<file path="src/hdl/kps_pkg.sv">
`default_nettype none

package kps_pkg;

  localparam int unsigned MAX_PATTERN = 64;
  localparam longint unsigned MAX_TEXT = 64'd1048576;

  localparam int unsigned CMD_W = 2;
  localparam int unsigned CH_W = 8;
  localparam int unsigned MATCH_START_W = 20;

  localparam logic [CMD_W-1:0] CMD_CLEAR  = 2'd0;
  localparam logic [CMD_W-1:0] CMD_APPEND = 2'd1;
  localparam logic [CMD_W-1:0] CMD_TEXT   = 2'd2;

  // Commands from the controller to the datapath. At most one is high in a cycle.
  typedef struct packed {
    logic clear;
    logic app_first;
    logic app_start;
    logic text_start;
    logic text_skip;
    logic walk;
    logic fin_app;
    logic fin_txt;
    logic emit;
  } kps_ctl_t;

  typedef struct packed {
    logic len_zero;
    logic len_full;
    logic walk_more;
    logic hit;
    logic out_free;
  } kps_sts_t;

endpackage

`default_nettype wire

</file>
<file path="src/hdl/kps_ram.sv">
`default_nettype none

module kps_ram #(
  parameter int unsigned WIDTH = 8,
  parameter int unsigned DEPTH = 64
) (
  input  wire logic                     clk,
  input  wire logic                     we,
  input  wire logic [$clog2(DEPTH)-1:0] waddr,
  input  wire logic [WIDTH-1:0]         wdata,
  input  wire logic [$clog2(DEPTH)-1:0] raddr,
  output logic      [WIDTH-1:0]         rdata
);

  logic [WIDTH-1:0] mem [DEPTH];

  always_ff @(posedge clk) begin
    if (we) begin
      mem[waddr] <= wdata;
    end
    rdata <= mem[raddr];
  end

endmodule

`default_nettype wire

</file>
<file path="src/hdl/kps_ctrl.sv">
`default_nettype none

module kps_ctrl (
  input  wire logic                       clk,
  input  wire logic                       rst_n,
  input  wire logic                       in_valid,
  input  wire logic [kps_pkg::CMD_W-1:0]  in_cmd,
  output logic                            in_stall,
  input  wire kps_pkg::kps_sts_t          sts,
  output kps_pkg::kps_ctl_t               ctl
);

  localparam logic [1:0] S_IDLE     = 2'd0;
  localparam logic [1:0] S_WALK_APP = 2'd1;
  localparam logic [1:0] S_WALK_TXT = 2'd2;
  localparam logic [1:0] S_EMIT     = 2'd3;

  logic [1:0] state_r;
  logic [1:0] state_nxt;

  assign in_stall = (state_r != S_IDLE);

  always_comb begin
    ctl       = '0;
    state_nxt = state_r;
    case (state_r)
      S_IDLE: begin
        if (in_valid) begin
          case (in_cmd)
            kps_pkg::CMD_CLEAR: begin
              ctl.clear = 1'b1;
            end
            kps_pkg::CMD_APPEND: begin
              if (sts.len_zero) begin
                ctl.app_first = 1'b1;
              end else if (!sts.len_full) begin
                ctl.app_start = 1'b1;
                state_nxt     = S_WALK_APP;
              end
            end
            kps_pkg::CMD_TEXT: begin
              if (sts.len_zero) begin
                ctl.text_skip = 1'b1;
              end else begin
                ctl.text_start = 1'b1;
                state_nxt      = S_WALK_TXT;
              end
            end
            default: begin
            end
          endcase
        end
      end
      S_WALK_APP: begin
        if (sts.walk_more) begin
          ctl.walk = 1'b1;
        end else begin
          ctl.fin_app = 1'b1;
          state_nxt   = S_IDLE;
        end
      end
      S_WALK_TXT: begin
        if (sts.walk_more) begin
          ctl.walk = 1'b1;
        end else begin
          ctl.fin_txt = 1'b1;
          state_nxt   = sts.hit ? S_EMIT : S_IDLE;
        end
      end
      S_EMIT: begin
        if (sts.out_free) begin
          ctl.emit  = 1'b1;
          state_nxt = S_IDLE;
        end
      end
      default: begin
        state_nxt = S_IDLE;
      end
    endcase
  end

  always_ff @(posedge clk) begin
    if (!rst_n) begin
      state_r <= S_IDLE;
    end else begin
      state_r <= state_nxt;
    end
  end

endmodule

`default_nettype wire

</file>
<file path="src/hdl/kps_dp.sv">
`default_nettype none

module kps_dp #(
  parameter int unsigned     MAX_PATTERN = kps_pkg::MAX_PATTERN,
  parameter longint unsigned MAX_TEXT    = kps_pkg::MAX_TEXT
) (
  input  wire logic                              clk,
  input  wire logic                              rst_n,
  input  wire logic [kps_pkg::CH_W-1:0]          in_ch,
  input  wire kps_pkg::kps_ctl_t                 ctl,
  output kps_pkg::kps_sts_t                      sts,
  output logic                                   out_valid,
  input  wire logic                              out_stall,
  output logic [kps_pkg::MATCH_START_W-1:0]      out_match_start
);

  localparam int unsigned PTR_W   = $clog2(MAX_PATTERN + 1);
  localparam int unsigned ADDR_W  = $clog2(MAX_PATTERN);
  localparam int unsigned IDX_W   = $clog2(MAX_TEXT);
  localparam int unsigned SUM_W   = (IDX_W + 1 > PTR_W) ? IDX_W + 1 : PTR_W;
  localparam int unsigned MS_W    = kps_pkg::MATCH_START_W;
  localparam int unsigned EXT_W   = (SUM_W > MS_W) ? SUM_W : MS_W;
  localparam logic [IDX_W-1:0] IDX_LAST = IDX_W'(MAX_TEXT - 64'd1);
  localparam logic [PTR_W-1:0] PTR_MAX  = PTR_W'(MAX_PATTERN);

  logic [PTR_W-1:0]         len_r;
  logic [PTR_W-1:0]         build_r;
  logic [PTR_W-1:0]         match_r;
  logic [PTR_W-1:0]         j_r;
  logic [kps_pkg::CH_W-1:0] ch_r;
  logic [IDX_W-1:0]         idx_r;
  logic [IDX_W-1:0]         cur_idx_r;
  logic [MS_W-1:0]          start_r;
  logic                     out_valid_r;

  logic [PTR_W-1:0]         rd_ptr;
  logic [PTR_W-1:0]         rd_prev;
  logic [kps_pkg::CH_W-1:0] pat_rdata;
  logic [PTR_W-1:0]         fail_rdata;
  logic                     pat_we;
  logic                     fail_we;
  logic [PTR_W-1:0]         fail_wdata;
  logic                     ch_eq;
  logic [PTR_W-1:0]         m_len;
  logic [SUM_W-1:0]         idx_plus;
  logic [SUM_W-1:0]         len_ext;
  logic [SUM_W-1:0]         start_diff;
  logic [EXT_W-1:0]         start_ext;

  // Next prefix length to probe: the saved pointer at the start of a beat,
  // then one failure link per cycle while the byte does not extend it.
  always_comb begin
    if (ctl.text_start) begin
      rd_ptr = match_r;
    end else if (ctl.app_start) begin
      rd_ptr = build_r;
    end else begin
      rd_ptr = fail_rdata;
    end
  end

  assign rd_prev    = rd_ptr - PTR_W'(1);
  assign pat_we     = ctl.app_first | ctl.app_start;
  assign fail_we    = ctl.app_first | ctl.fin_app;
  assign fail_wdata = ctl.app_first ? '0 : m_len;

  kps_ram #(
    .WIDTH (kps_pkg::CH_W),
    .DEPTH (MAX_PATTERN)
  ) u_pat_ram (
    .clk   (clk),
    .we    (pat_we),
    .waddr (len_r[ADDR_W-1:0]),
    .wdata (in_ch),
    .raddr (rd_ptr[ADDR_W-1:0]),
    .rdata (pat_rdata)
  );

  kps_ram #(
    .WIDTH (PTR_W),
    .DEPTH (MAX_PATTERN)
  ) u_fail_ram (
    .clk   (clk),
    .we    (fail_we),
    .waddr (len_r[ADDR_W-1:0]),
    .wdata (fail_wdata),
    .raddr (rd_prev[ADDR_W-1:0]),
    .rdata (fail_rdata)
  );

  assign ch_eq = (pat_rdata == ch_r);
  assign m_len = ch_eq ? j_r + PTR_W'(1) : j_r;

  assign idx_plus   = SUM_W'(cur_idx_r) + SUM_W'(1);
  assign len_ext    = SUM_W'(len_r);
  assign start_diff = (idx_plus >= len_ext) ? idx_plus - len_ext : '0;
  assign start_ext  = EXT_W'(start_diff);

  assign sts.len_zero  = (len_r == '0);
  assign sts.len_full  = (len_r >= PTR_MAX);
  assign sts.walk_more = (j_r != '0) && !ch_eq;
  assign sts.hit       = (m_len >= len_r);
  assign sts.out_free  = !out_valid_r || !out_stall;

  always_ff @(posedge clk) begin
    if (!rst_n) begin
      len_r       <= '0;
      build_r     <= '0;
      match_r     <= '0;
      idx_r       <= '0;
      out_valid_r <= 1'b0;
    end else begin
      if (ctl.clear) begin
        len_r   <= '0;
        build_r <= '0;
        match_r <= '0;
        idx_r   <= '0;
      end
      if (ctl.app_first) begin
        build_r <= '0;
        len_r   <= len_r + PTR_W'(1);
      end
      if (ctl.fin_app) begin
        build_r <= m_len;
        len_r   <= len_r + PTR_W'(1);
      end
      if (ctl.text_start || ctl.text_skip) begin
        if (idx_r < IDX_LAST) begin
          idx_r <= idx_r + IDX_W'(1);
        end
      end
      // The failure value of the last pattern byte is always build_r.
      if (ctl.fin_txt) begin
        match_r <= sts.hit ? build_r : m_len;
      end
      if (ctl.emit) begin
        out_valid_r <= 1'b1;
      end else if (!out_stall) begin
        out_valid_r <= 1'b0;
      end
    end
  end

  always_ff @(posedge clk) begin
    if (ctl.text_start || ctl.app_start) begin
      ch_r <= in_ch;
    end
    if (ctl.text_start || ctl.app_start || ctl.walk) begin
      j_r <= rd_ptr;
    end
    if (ctl.text_start) begin
      cur_idx_r <= idx_r;
    end
    if (ctl.fin_txt) begin
      start_r <= start_ext[MS_W-1:0];
    end
    if (ctl.emit) begin
      out_match_start <= start_r;
    end
  end

  assign out_valid = out_valid_r;

endmodule

`default_nettype wire

</file>
<file path="src/hdl/kmp_pattern_search.sv">
// Streaming Knuth-Morris-Pratt matcher. Each beat carries a command and a byte:
// clear empties the pattern and restarts the text index, append adds a pattern
// byte and extends the failure table unless the pattern is full, and text feeds
// one text byte. Each text byte that completes the pattern produces one beat
// with the zero-based start index of the match; overlapping matches are
// reported. Clear, a first append, a text byte with an empty pattern and an
// append to a full pattern leave the input free. Any other append or text byte
// stalls the input while failure links are followed, because each probe is one
// registered read of the pattern and failure memories; a text byte that matches
// then loads the output register, waiting while that register is still stalled.
// Following links is amortized over the bytes.
`default_nettype none

module kmp_pattern_search #(
  parameter int unsigned     MAX_PATTERN = kps_pkg::MAX_PATTERN,
  parameter longint unsigned MAX_TEXT    = kps_pkg::MAX_TEXT
) (
  input  wire logic                                 clk,
  input  wire logic                                 rst_n,
  input  wire logic                                 in_valid,
  output logic                                      in_stall,
  input  wire logic [kps_pkg::CMD_W-1:0]            in_cmd,
  input  wire logic [kps_pkg::CH_W-1:0]             in_ch,
  output logic                                      out_valid,
  input  wire logic                                 out_stall,
  output logic [kps_pkg::MATCH_START_W-1:0]         out_match_start
);

  kps_pkg::kps_ctl_t ctl;
  kps_pkg::kps_sts_t sts;

  kps_ctrl u_ctrl (
    .clk      (clk),
    .rst_n    (rst_n),
    .in_valid (in_valid),
    .in_cmd   (in_cmd),
    .in_stall (in_stall),
    .sts      (sts),
    .ctl      (ctl)
  );

  kps_dp #(
    .MAX_PATTERN (MAX_PATTERN),
    .MAX_TEXT    (MAX_TEXT)
  ) u_dp (
    .clk             (clk),
    .rst_n           (rst_n),
    .in_ch           (in_ch),
    .ctl             (ctl),
    .sts             (sts),
    .out_valid       (out_valid),
    .out_stall       (out_stall),
    .out_match_start (out_match_start)
  );

  a_one_command: assert property (@(posedge clk) disable iff (!rst_n)
    $onehot0(ctl))
    else $error("controller issued more than one datapath command");

  a_emit_free: assert property (@(posedge clk) disable iff (!rst_n)
    ctl.emit |-> sts.out_free)
    else $error("result loaded while the output register still holds a beat");

  a_walk_pattern: assert property (@(posedge clk) disable iff (!rst_n)
    ctl.walk |-> !sts.len_zero)
    else $error("failure link walk with an empty pattern");

  a_text_handled: assert property (@(posedge clk) disable iff (!rst_n)
    (in_valid && !in_stall && in_cmd == kps_pkg::CMD_TEXT)
      |-> (ctl.text_start || ctl.text_skip))
    else $error("accepted text beat did not advance the text index");

endmodule

`default_nettype wire

</file>
<file path="config.mk">
export PLATFORM = sky130hd
export DESIGN_NAME = kmp_pattern_search
export DESIGN_NICKNAME = d
export VERILOG_FILES = /design/src/hdl/kps_pkg.sv /design/src/hdl/kps_ram.sv /design/src/hdl/kps_ctrl.sv /design/src/hdl/kps_dp.sv /design/src/hdl/kmp_pattern_search.sv
export SDC_FILE = /design/constraint.sdc
export NUM_CORES = 1
export LEC_CHECK = 0
export BUFFER_PORTS_ARGS = -buffer_cell sky130_fd_sc_hd__buf_4
export CAP_MARGIN = 20
export CORE_MARGIN = 3
export CORE_UTILIZATION = 55
export CTS_CLUSTER_SIZE = 24
export DETAILED_ROUTE_END_ITERATION = 8
export HOLD_SLACK_MARGIN = 0.1
export PLACE_DENSITY = 0.71
export SLEW_MARGIN = 20
export SYNTH_ARGS = -nofsm -noshare
export SYNTH_HDL_FRONTEND = slang
export SYNTH_SLANG_ARGS = --single-unit
</file>
<file path="constraint.sdc">
create_clock -name clk -period 5.1 [get_ports clk]
set_input_delay 0.51 -clock clk [delete_from_list [all_inputs] [get_ports clk]]
set_output_delay 0.51 -clock clk [all_outputs]
set_load 0.02 [all_outputs]
</file>
==> results of run 1 <==
sequential cells by signal, indices dropped and copies added, names as in the netlist, 8 cells and up:
signal	count
u_dp.u_fail_ram.mem	448
u_dp.idx_r	20
u_dp.u_pat_ram.rdata	8
u_dp.cur_idx_r	20
u_dp.start_r	20
u_dp.u_pat_ram.mem	512
u_dp.ch_r	8
u_dp.out_match_start	20
synthesized netlist by cell type (5+ instances only):
cell / count
a211oi_1: 18
a21o_1: 11
a21oi_1: 58
a221o_1: 5
a22oi_1: 14
a311oi_1: 9
a31oi_1: 28
and2_1: 6
and3_1: 18
buf_1: 6
buf_2: 46
buf_4: 7
clkbuf_1: 66
dfxtp_1: 59
edfxtp_1: 1035
ha_1: 28
inv_1: 43
inv_2: 5
mux2_2: 24
mux2i_1: 177
mux4_2: 139
nand2_1: 259
nand2b_1: 5
nand3_1: 75
nand4_1: 30
nor2_1: 214
nor3_1: 18
nor4_1: 12
o211ai_1: 11
o21a_1: 9
o21ai_0: 44
o221ai_1: 22
o22ai_1: 30
o2bb2ai_1: 12
or3_1: 12
or4_1: 6
xnor2_1: 41
xor2_1: 12
power groups by stage:
stage,sequential (mW),clock [mW],combinational (mW)
2_1_floorplan,10.9,0,6.05
3_3_place_gp,10.9,0,8.80
3_5_place_dp,10.9,0,8.98
4_1_cts,10.7,7.77,9.03
5_1_grt,10.7,8.13,9.60
6_report,10.7,7.67,9.08
cell families after synthesis:
kind of cell             Yosys count  synth area share [%]
flip-flops                      1094                  72.7
AND/OR/NAND/NOR                  676                  6.71
multiplexers                     341                  11.7
AO/OA/AOI/OAI                    317                  5.07
buffers and inverters            179                  1.80
XOR/XNOR                          56                  1.18
adder cells (fa/ha/maj)           29                 0.834
worst paths after layout:
kind | slack (ns) | endpoint | from | cells past startpoint
max reg2reg | 0.58 | u_dp.u_fail_ram.rdata[4]$_DFF_P_ | u_ctrl.state_r[0]$_SDFFE_PN0P_ | 13
min reg2reg | 0.42 | u_dp.out_match_start[10]$_DFFE_PP_ | u_dp.start_r[10]$_SDFFCE_PN0P_ | 0
min | 0.18 | u_dp.idx_r[17]$_SDFF_PN0_ | rst_n | 2
max | 0.58 | u_dp.u_fail_ram.rdata[4]$_DFF_P_ | u_ctrl.state_r[0]$_SDFFE_PN0P_ | 13
metal layers:
layer,global-route usage (%),vias up
li1,-,10700
met1,35.0,12700
met2,39.0,1338
met3,4.71,192
met4,8.14,0
met5,0,-
per-stage QoR:
stage          setup WS (ns)  instance area [um^2]  std cells
6_report               0.581                 49400       3898
4_1_cts                0.591                 49400       3896
3_5_place_dp           0.518                 45900       3701
2_1_floorplan          0.687                 44400       2692
3_3_place_gp           0.629                 45900       3701
5_1_grt                0.370                 49400       3898
cell type report:
type	instances	area, um^2	area share, %
flip-flops and latches	1094	32300	65.3
multi-input cells	1419	11400	23.1
clock buffers	122	2720	5.51
well taps	1050	1310	2.66
repair buffers	92	768	1.56
clock inverters	72	727	1.47
inverters	49	194	0.393
what timing repair did:
item / in CTS / in global routing
gates resized for setup: 0 / 0
hold buffers: 1 / 0
endpoints found under the setup margin: 0 / 0
endpoints found under the hold margin: 1 / 0
setup buffers: 0 / 0
==> flow_summary.yaml, run 1 <==
power:
  p_per_area_nw_per_um2: 556
  ir_drop_mv: 0.425
  p_total_mw: 27.5
  leakage_nw: 16.2
  pwr-share-clk_pct: 27.9
  combPwrFrac_pct: 33.0
  seqPwrFrac_pct: 39.0
  power.switching_mw: 9.00
  cell_internal_pwr_mw: 18.5
  switching_share_pct: 32.7
synth:
  yosys-top-cells-area: "edfxtp_1 (70%), mux4_2 (7.1%), mux2i_1 (4.0%), dfxtp_1 (2.7%), nand2_1 (2.2%)"
  synth_top_cell_area_share_pct: 70.0
  yosysTopAreaCell: "edfxtp_1"
  synth_edf_count: 1035
  syn_area_um2: 44400
  synth-seq-area-share_pct: 72.7
  syn_avg_cell_area_um2: 16.5
  synthArstFlopShare_pct: 0
  synthFlopType: "edfxtp_1"
  synth.distinct_cells: 81
  synth.net_count: 2735
  syn-instance-count: 2692
  yosysWarnings: 0
  ys_ff_latch: 1094
routing:
  drt-vias-per-instance: 6.39
  wl_um: 104000
  drt-pass1-iter-count: 8
  drc: 0
  met1_length_um: 41500
  routed_wire_length_per_instance_um: 26.7
  dr_wl_met2_um: 49900
  ant_nets: 0
  num_vias: 24900
  routed-wl-met3_um: 9670
  top_layer: "met4"
  drtIter0Drc: 3005
critical_path:
  worst_setup_path_end_kind: "flop"
  crit_path_max_incr_delay_ns: 0.53
  crit_buf_inv: 4
  critPathTopFamily: "multiplexers"
  path_cells: "inv_1 -> ha_1 -> and2_0 -> o221ai_4 -> inv_2 -> o22ai_4 -> ha_4 -> buf_12 -> buf_4 -> mux4_2 -> mux4_2 -> mux2i_1 -> mux2i_1"
  start_kind: "flop"
  crit_path_max_fanout: 30
  cpMaxStageDelayCell: "ha_4"
  critical_path_class: "reg -> reg"
  cp.arrival_ns: 5.03
  worstPathRequired_ns: 5.61
sta:
  hold_viol_final: 0
  setup_viol: 0
  worst_pin_slew_ns: 1.11
  finClkSkew_ns: 0.0598
  rsz0062_at_grt: "no"
  max_freq_mhz: 221
  finalSetupTns_ns: 0
  slew_viol_final: 0
  timing.hold.ws_ns: 0.179
  finalCritPeriodShare_pct: 88.6
  relSlewSlack_pct: 25.5
  fin_crit_ns: 4.52
final_layout:
  final_net_count: 2805
  mostFrequentLayoutCells: "edfxtp_1 (1035), nand2_1 (259), nor2_1 (208)"
  drive_gt1_share_pct: 15.7
  final_common_cell: "edfxtp_1"
  area_delta_synth_final_pct: 11.3
  antennaDiodeCount: 0
  fin_util_pct: 62.1
  nFillCells: 5541
die:
  row_count: 103
  ios: 36
  core_area_um2: 79500
  chipWidth_um: 290
  initial_core_util_pct: 55.8
  die_h_um: 290
  dieArea_um2: 84100
place:
  hpwl_um: 64700
  place.gp.congestion: 0.912
  port_buffers: 35
clock_network:
  cts_max_level: 3
  clkTransAtPathRegs_ns: 0.06
  clockRootBuffer: "clkbuf_16"
  clock_path_buffers: 3
  cts_buffers: 106
  clk_latency_ns: 0.70
  clock_sinks: 1094
  cts_tree: "yes"
min_path:
  worstHoldPathType: "in -> reg"
grt:
  grt_pass1_vias: 24500
  grt_max_degree: 93
  grt_usage_pct: 24.7
  antenna_found_initial: 0
  grt_first_pass_wirelength_um: 157000
  grt_overflow_total: 0
status:
  outcome: "completed"
flow_run:
  maxCapViolations: 0
(Power assumes the default switching activity.)
==> inputs of run 2 (changes only) <==
--- a/config.mk
+++ b/config.mk
@@ -8,11 +8,11 @@
 export BUFFER_PORTS_ARGS = -buffer_cell sky130_fd_sc_hd__buf_4
 export CAP_MARGIN = 20
 export CORE_MARGIN = 3
-export CORE_UTILIZATION = 55
+export CORE_UTILIZATION = 45
 export CTS_CLUSTER_SIZE = 24
 export DETAILED_ROUTE_END_ITERATION = 8
 export HOLD_SLACK_MARGIN = 0.1
-export PLACE_DENSITY = 0.71
+export PLACE_DENSITY = 0.6
 export SLEW_MARGIN = 20
 export SYNTH_ARGS = -nofsm -noshare
 export SYNTH_HDL_FRONTEND = slang
==> run 2 against run 1 <==
Via count fell by 2.3%. Register-to-register slack gained 0.17 ns. Clock power is 8.1% higher. Highest routed layer is now met5. Maximum frequency rose by 3.9%. Sequential share of layout area decreased by 0.82 points. Critical path depth is 1 higher. Clock skew fell by 0.013 ns. Power up 2.4%. Non-clock buffer count shrank 3.
==> flow_summary.yaml, run 2 (synthesized netlist as in run 1, its figures left out) <==
power:
  cell_internal_pwr_mw: 19.1
  combPwrFrac_pct: 32.4
  p_per_area_nw_per_um2: 562
  leakage_nw: 16.3
  seqPwrFrac_pct: 38.1
  power.switching_mw: 9.03
  switching_share_pct: 32.1
  pwr-share-clk_pct: 29.5
  p_total_mw: 28.1
  ir_drop_mv: 0.357
critical_path:
  crit_path_max_fanout: 89
  worstPathRequired_ns: 5.66
  start_kind: "flop"
  worst_setup_path_end_kind: "flop"
  cp.arrival_ns: 4.91
  critical_path_class: "reg -> reg"
sta:
  timing.hold.ws_ns: 0.381
  max_freq_mhz: 230
  slew_viol_final: 0
  hold_viol_final: 0
  relSlewSlack_pct: 25.7
  fin_crit_ns: 4.35
  finClkSkew_ns: 0.0473
  setup_viol: 0
  worst_pin_slew_ns: 1.11
  finalSetupTns_ns: 0
  finalCritPeriodShare_pct: 85.2
  rsz0062_at_grt: "no"
routing:
  wl_um: 108000
  drc: 0
  drt-vias-per-instance: 5.89
  num_vias: 24300
  drtIter0Drc: 2445
  routed_wire_length_per_instance_um: 26.1
  drt-pass1-iter-count: 7
  ant_nets: 0
final_layout:
  fin_util_pct: 51.4
  multiInputGateArea_um2: 11400
  top_register: "u_dp.u_pat_ram.mem"
  nFillCells: 7882
  instances_no_fill: 4131
  largestRegisters: "u_dp.u_pat_ram.mem x512, u_dp.u_fail_ram.mem x448"
  drive_gt1_share_pct: 15.8
  final_common_cell: "edfxtp_1"
  mostFrequentLayoutCells: "edfxtp_1 (1035), nand2_1 (259), nor2_1 (206)"
  final_net_count: 2805
  area_delta_synth_final_pct: 12.7
  largest_register_ffs: 512
  antennaDiodeCount: 0
  seq_area_um2: 32300
grt:
  grt_use_met2_pct: 34.0
  grt_overflow_total: 0
  grt_first_pass_wirelength_um: 161000
  grt_max_degree: 90
  antenna_found_initial: 1
  globalRoute.busiestLayer: "met2"
  grt_usage_pct: 21.0
  grt_pass1_vias: 24200
  use_met1_pct: 29.5
  use_met3_pct: 3.51
place:
  dp_cells: 3925
  place.gp.congestion: 0.868
  port_buffers: 35
  hpwl_um: 68500
die:
  ios: 36
  chipWidth_um: 320
  initial_core_util_pct: 45.6
  dieArea_um2: 102000
  die_h_um: 320
  core_area_um2: 97300
  row_count: 114
min_path:
  worstHoldPathType: "in -> reg"
clock_network:
  clockRootBuffer: "clkbuf_16"
  cts_buffers: 109
  cts_tree: "yes"
  clock_path_buffers: 3
  clk_latency_ns: 0.71
  clkTransAtPathRegs_ns: 0.06
  post_cts_resized: 0
  clock_sinks: 1094
  cts_max_level: 3
flow_run:
  maxCapViolations: 0
status:
  outcome: "completed"
-- run 2: cell types whose count changed in the layout (fill, tap and decap cells not counted), moves of 2 or more --
cell	previous run	this run
nor2_1	208	206
clkbuf_1	15	18
nor2_2	0	2
buf_12	6	10
clkinv_16	5	1
inv_6	3	5
clkbuf_16	106	111
clkbuf_8	1	6
clkinv_2	27	16
bufinv_16	9	16
inv_16	0	2
buf_4	85	77
-- run 2: final timing paths --
kind                                      start                                end  slack (ns)  cells past startpoint
setup / recovery     u_dp.len_r[1]$_SDFFE_PN0P_   u_dp.u_fail_ram.rdata[3]$_DFF_P_        0.75                     14
hold / removal                         in_valid     u_ctrl.state_r[0]$_SDFFE_PN0P_        0.38                      4
setup reg to reg     u_dp.len_r[1]$_SDFFE_PN0P_   u_dp.u_fail_ram.rdata[3]$_DFF_P_        0.75                     14
hold reg to reg   u_dp.start_r[8]$_SDFFCE_PN0P_  u_dp.out_match_start[8]$_DFFE_PP_        0.41                      0
-- run 2: stage by stage --
| stage | instance area [um^2] | setup slack (ns) |
|---|---|---|
| global route | 50000 | 0.489 |
| global placement | 46300 | 0.765 |
| detailed placement | 46300 | 0.671 |
| finish | 50000 | 0.753 |
| floorplan | 44400 | 0.687 |
| CTS | 50000 | 0.689 |
-- run 2: final cells by class --
| cell class | count | area share, % |
|---|---|---|
| Sequential cell | 1094 | 64.5 |
| Clock inverter | 69 | 1.63 |
| Multi-Input combinational cell | 1419 | 22.9 |
| Timing Repair Buffer | 89 | 1.60 |
| Tap cell | 1276 | 3.19 |
| Clock buffer | 135 | 5.85 |
| Inverter | 49 | 0.388 |
-- run 2: routing by layer --
layer / wire [um] / vias up / share of wire (%)
li1: - / 10700 / -
met1: 46100 / 12600 / 43
met5: 13 / - / 0.012
met3: 6980 / 197 / 6.5
met4: 3050 / 2 / 2.8
met2: 51800 / 862 / 48
-- run 2: power by group through the flow --
stage                     Clock, mW  Combinational [mW]  Sequential [mW]
final                          8.29                9.11             10.7
after global routing           8.80                9.72             10.7
after CTS                      8.42                9.21             10.7
after detailed placement          0                9.18             10.9
after global placement            0                9.04             10.9
after floorplan                   0                6.05             10.9
-- run 2: worst max-delay path: stages, from the launching register on --
cell and delay (ns):
dfxtp_1 0.37, inv_1 0.11, ha_1 0.15, or4b_4 0.49, o221ai_4 0.23, inv_2 0.25, o22ai_4 0.30, buf_12 0.40
nand3_4 0.16, xnor2_4 0.16, buf_4 0.33, buf_4 0.34, mux4_2 0.59, mux2i_1 0.18, mux2i_1 0.11
-- run 2: what timing repair did --
item,in CTS,in global routing
setup endpoints to repair,0,0
hold buffers,2,0
buffers inserted,0,0
hold endpoints to repair,2,0
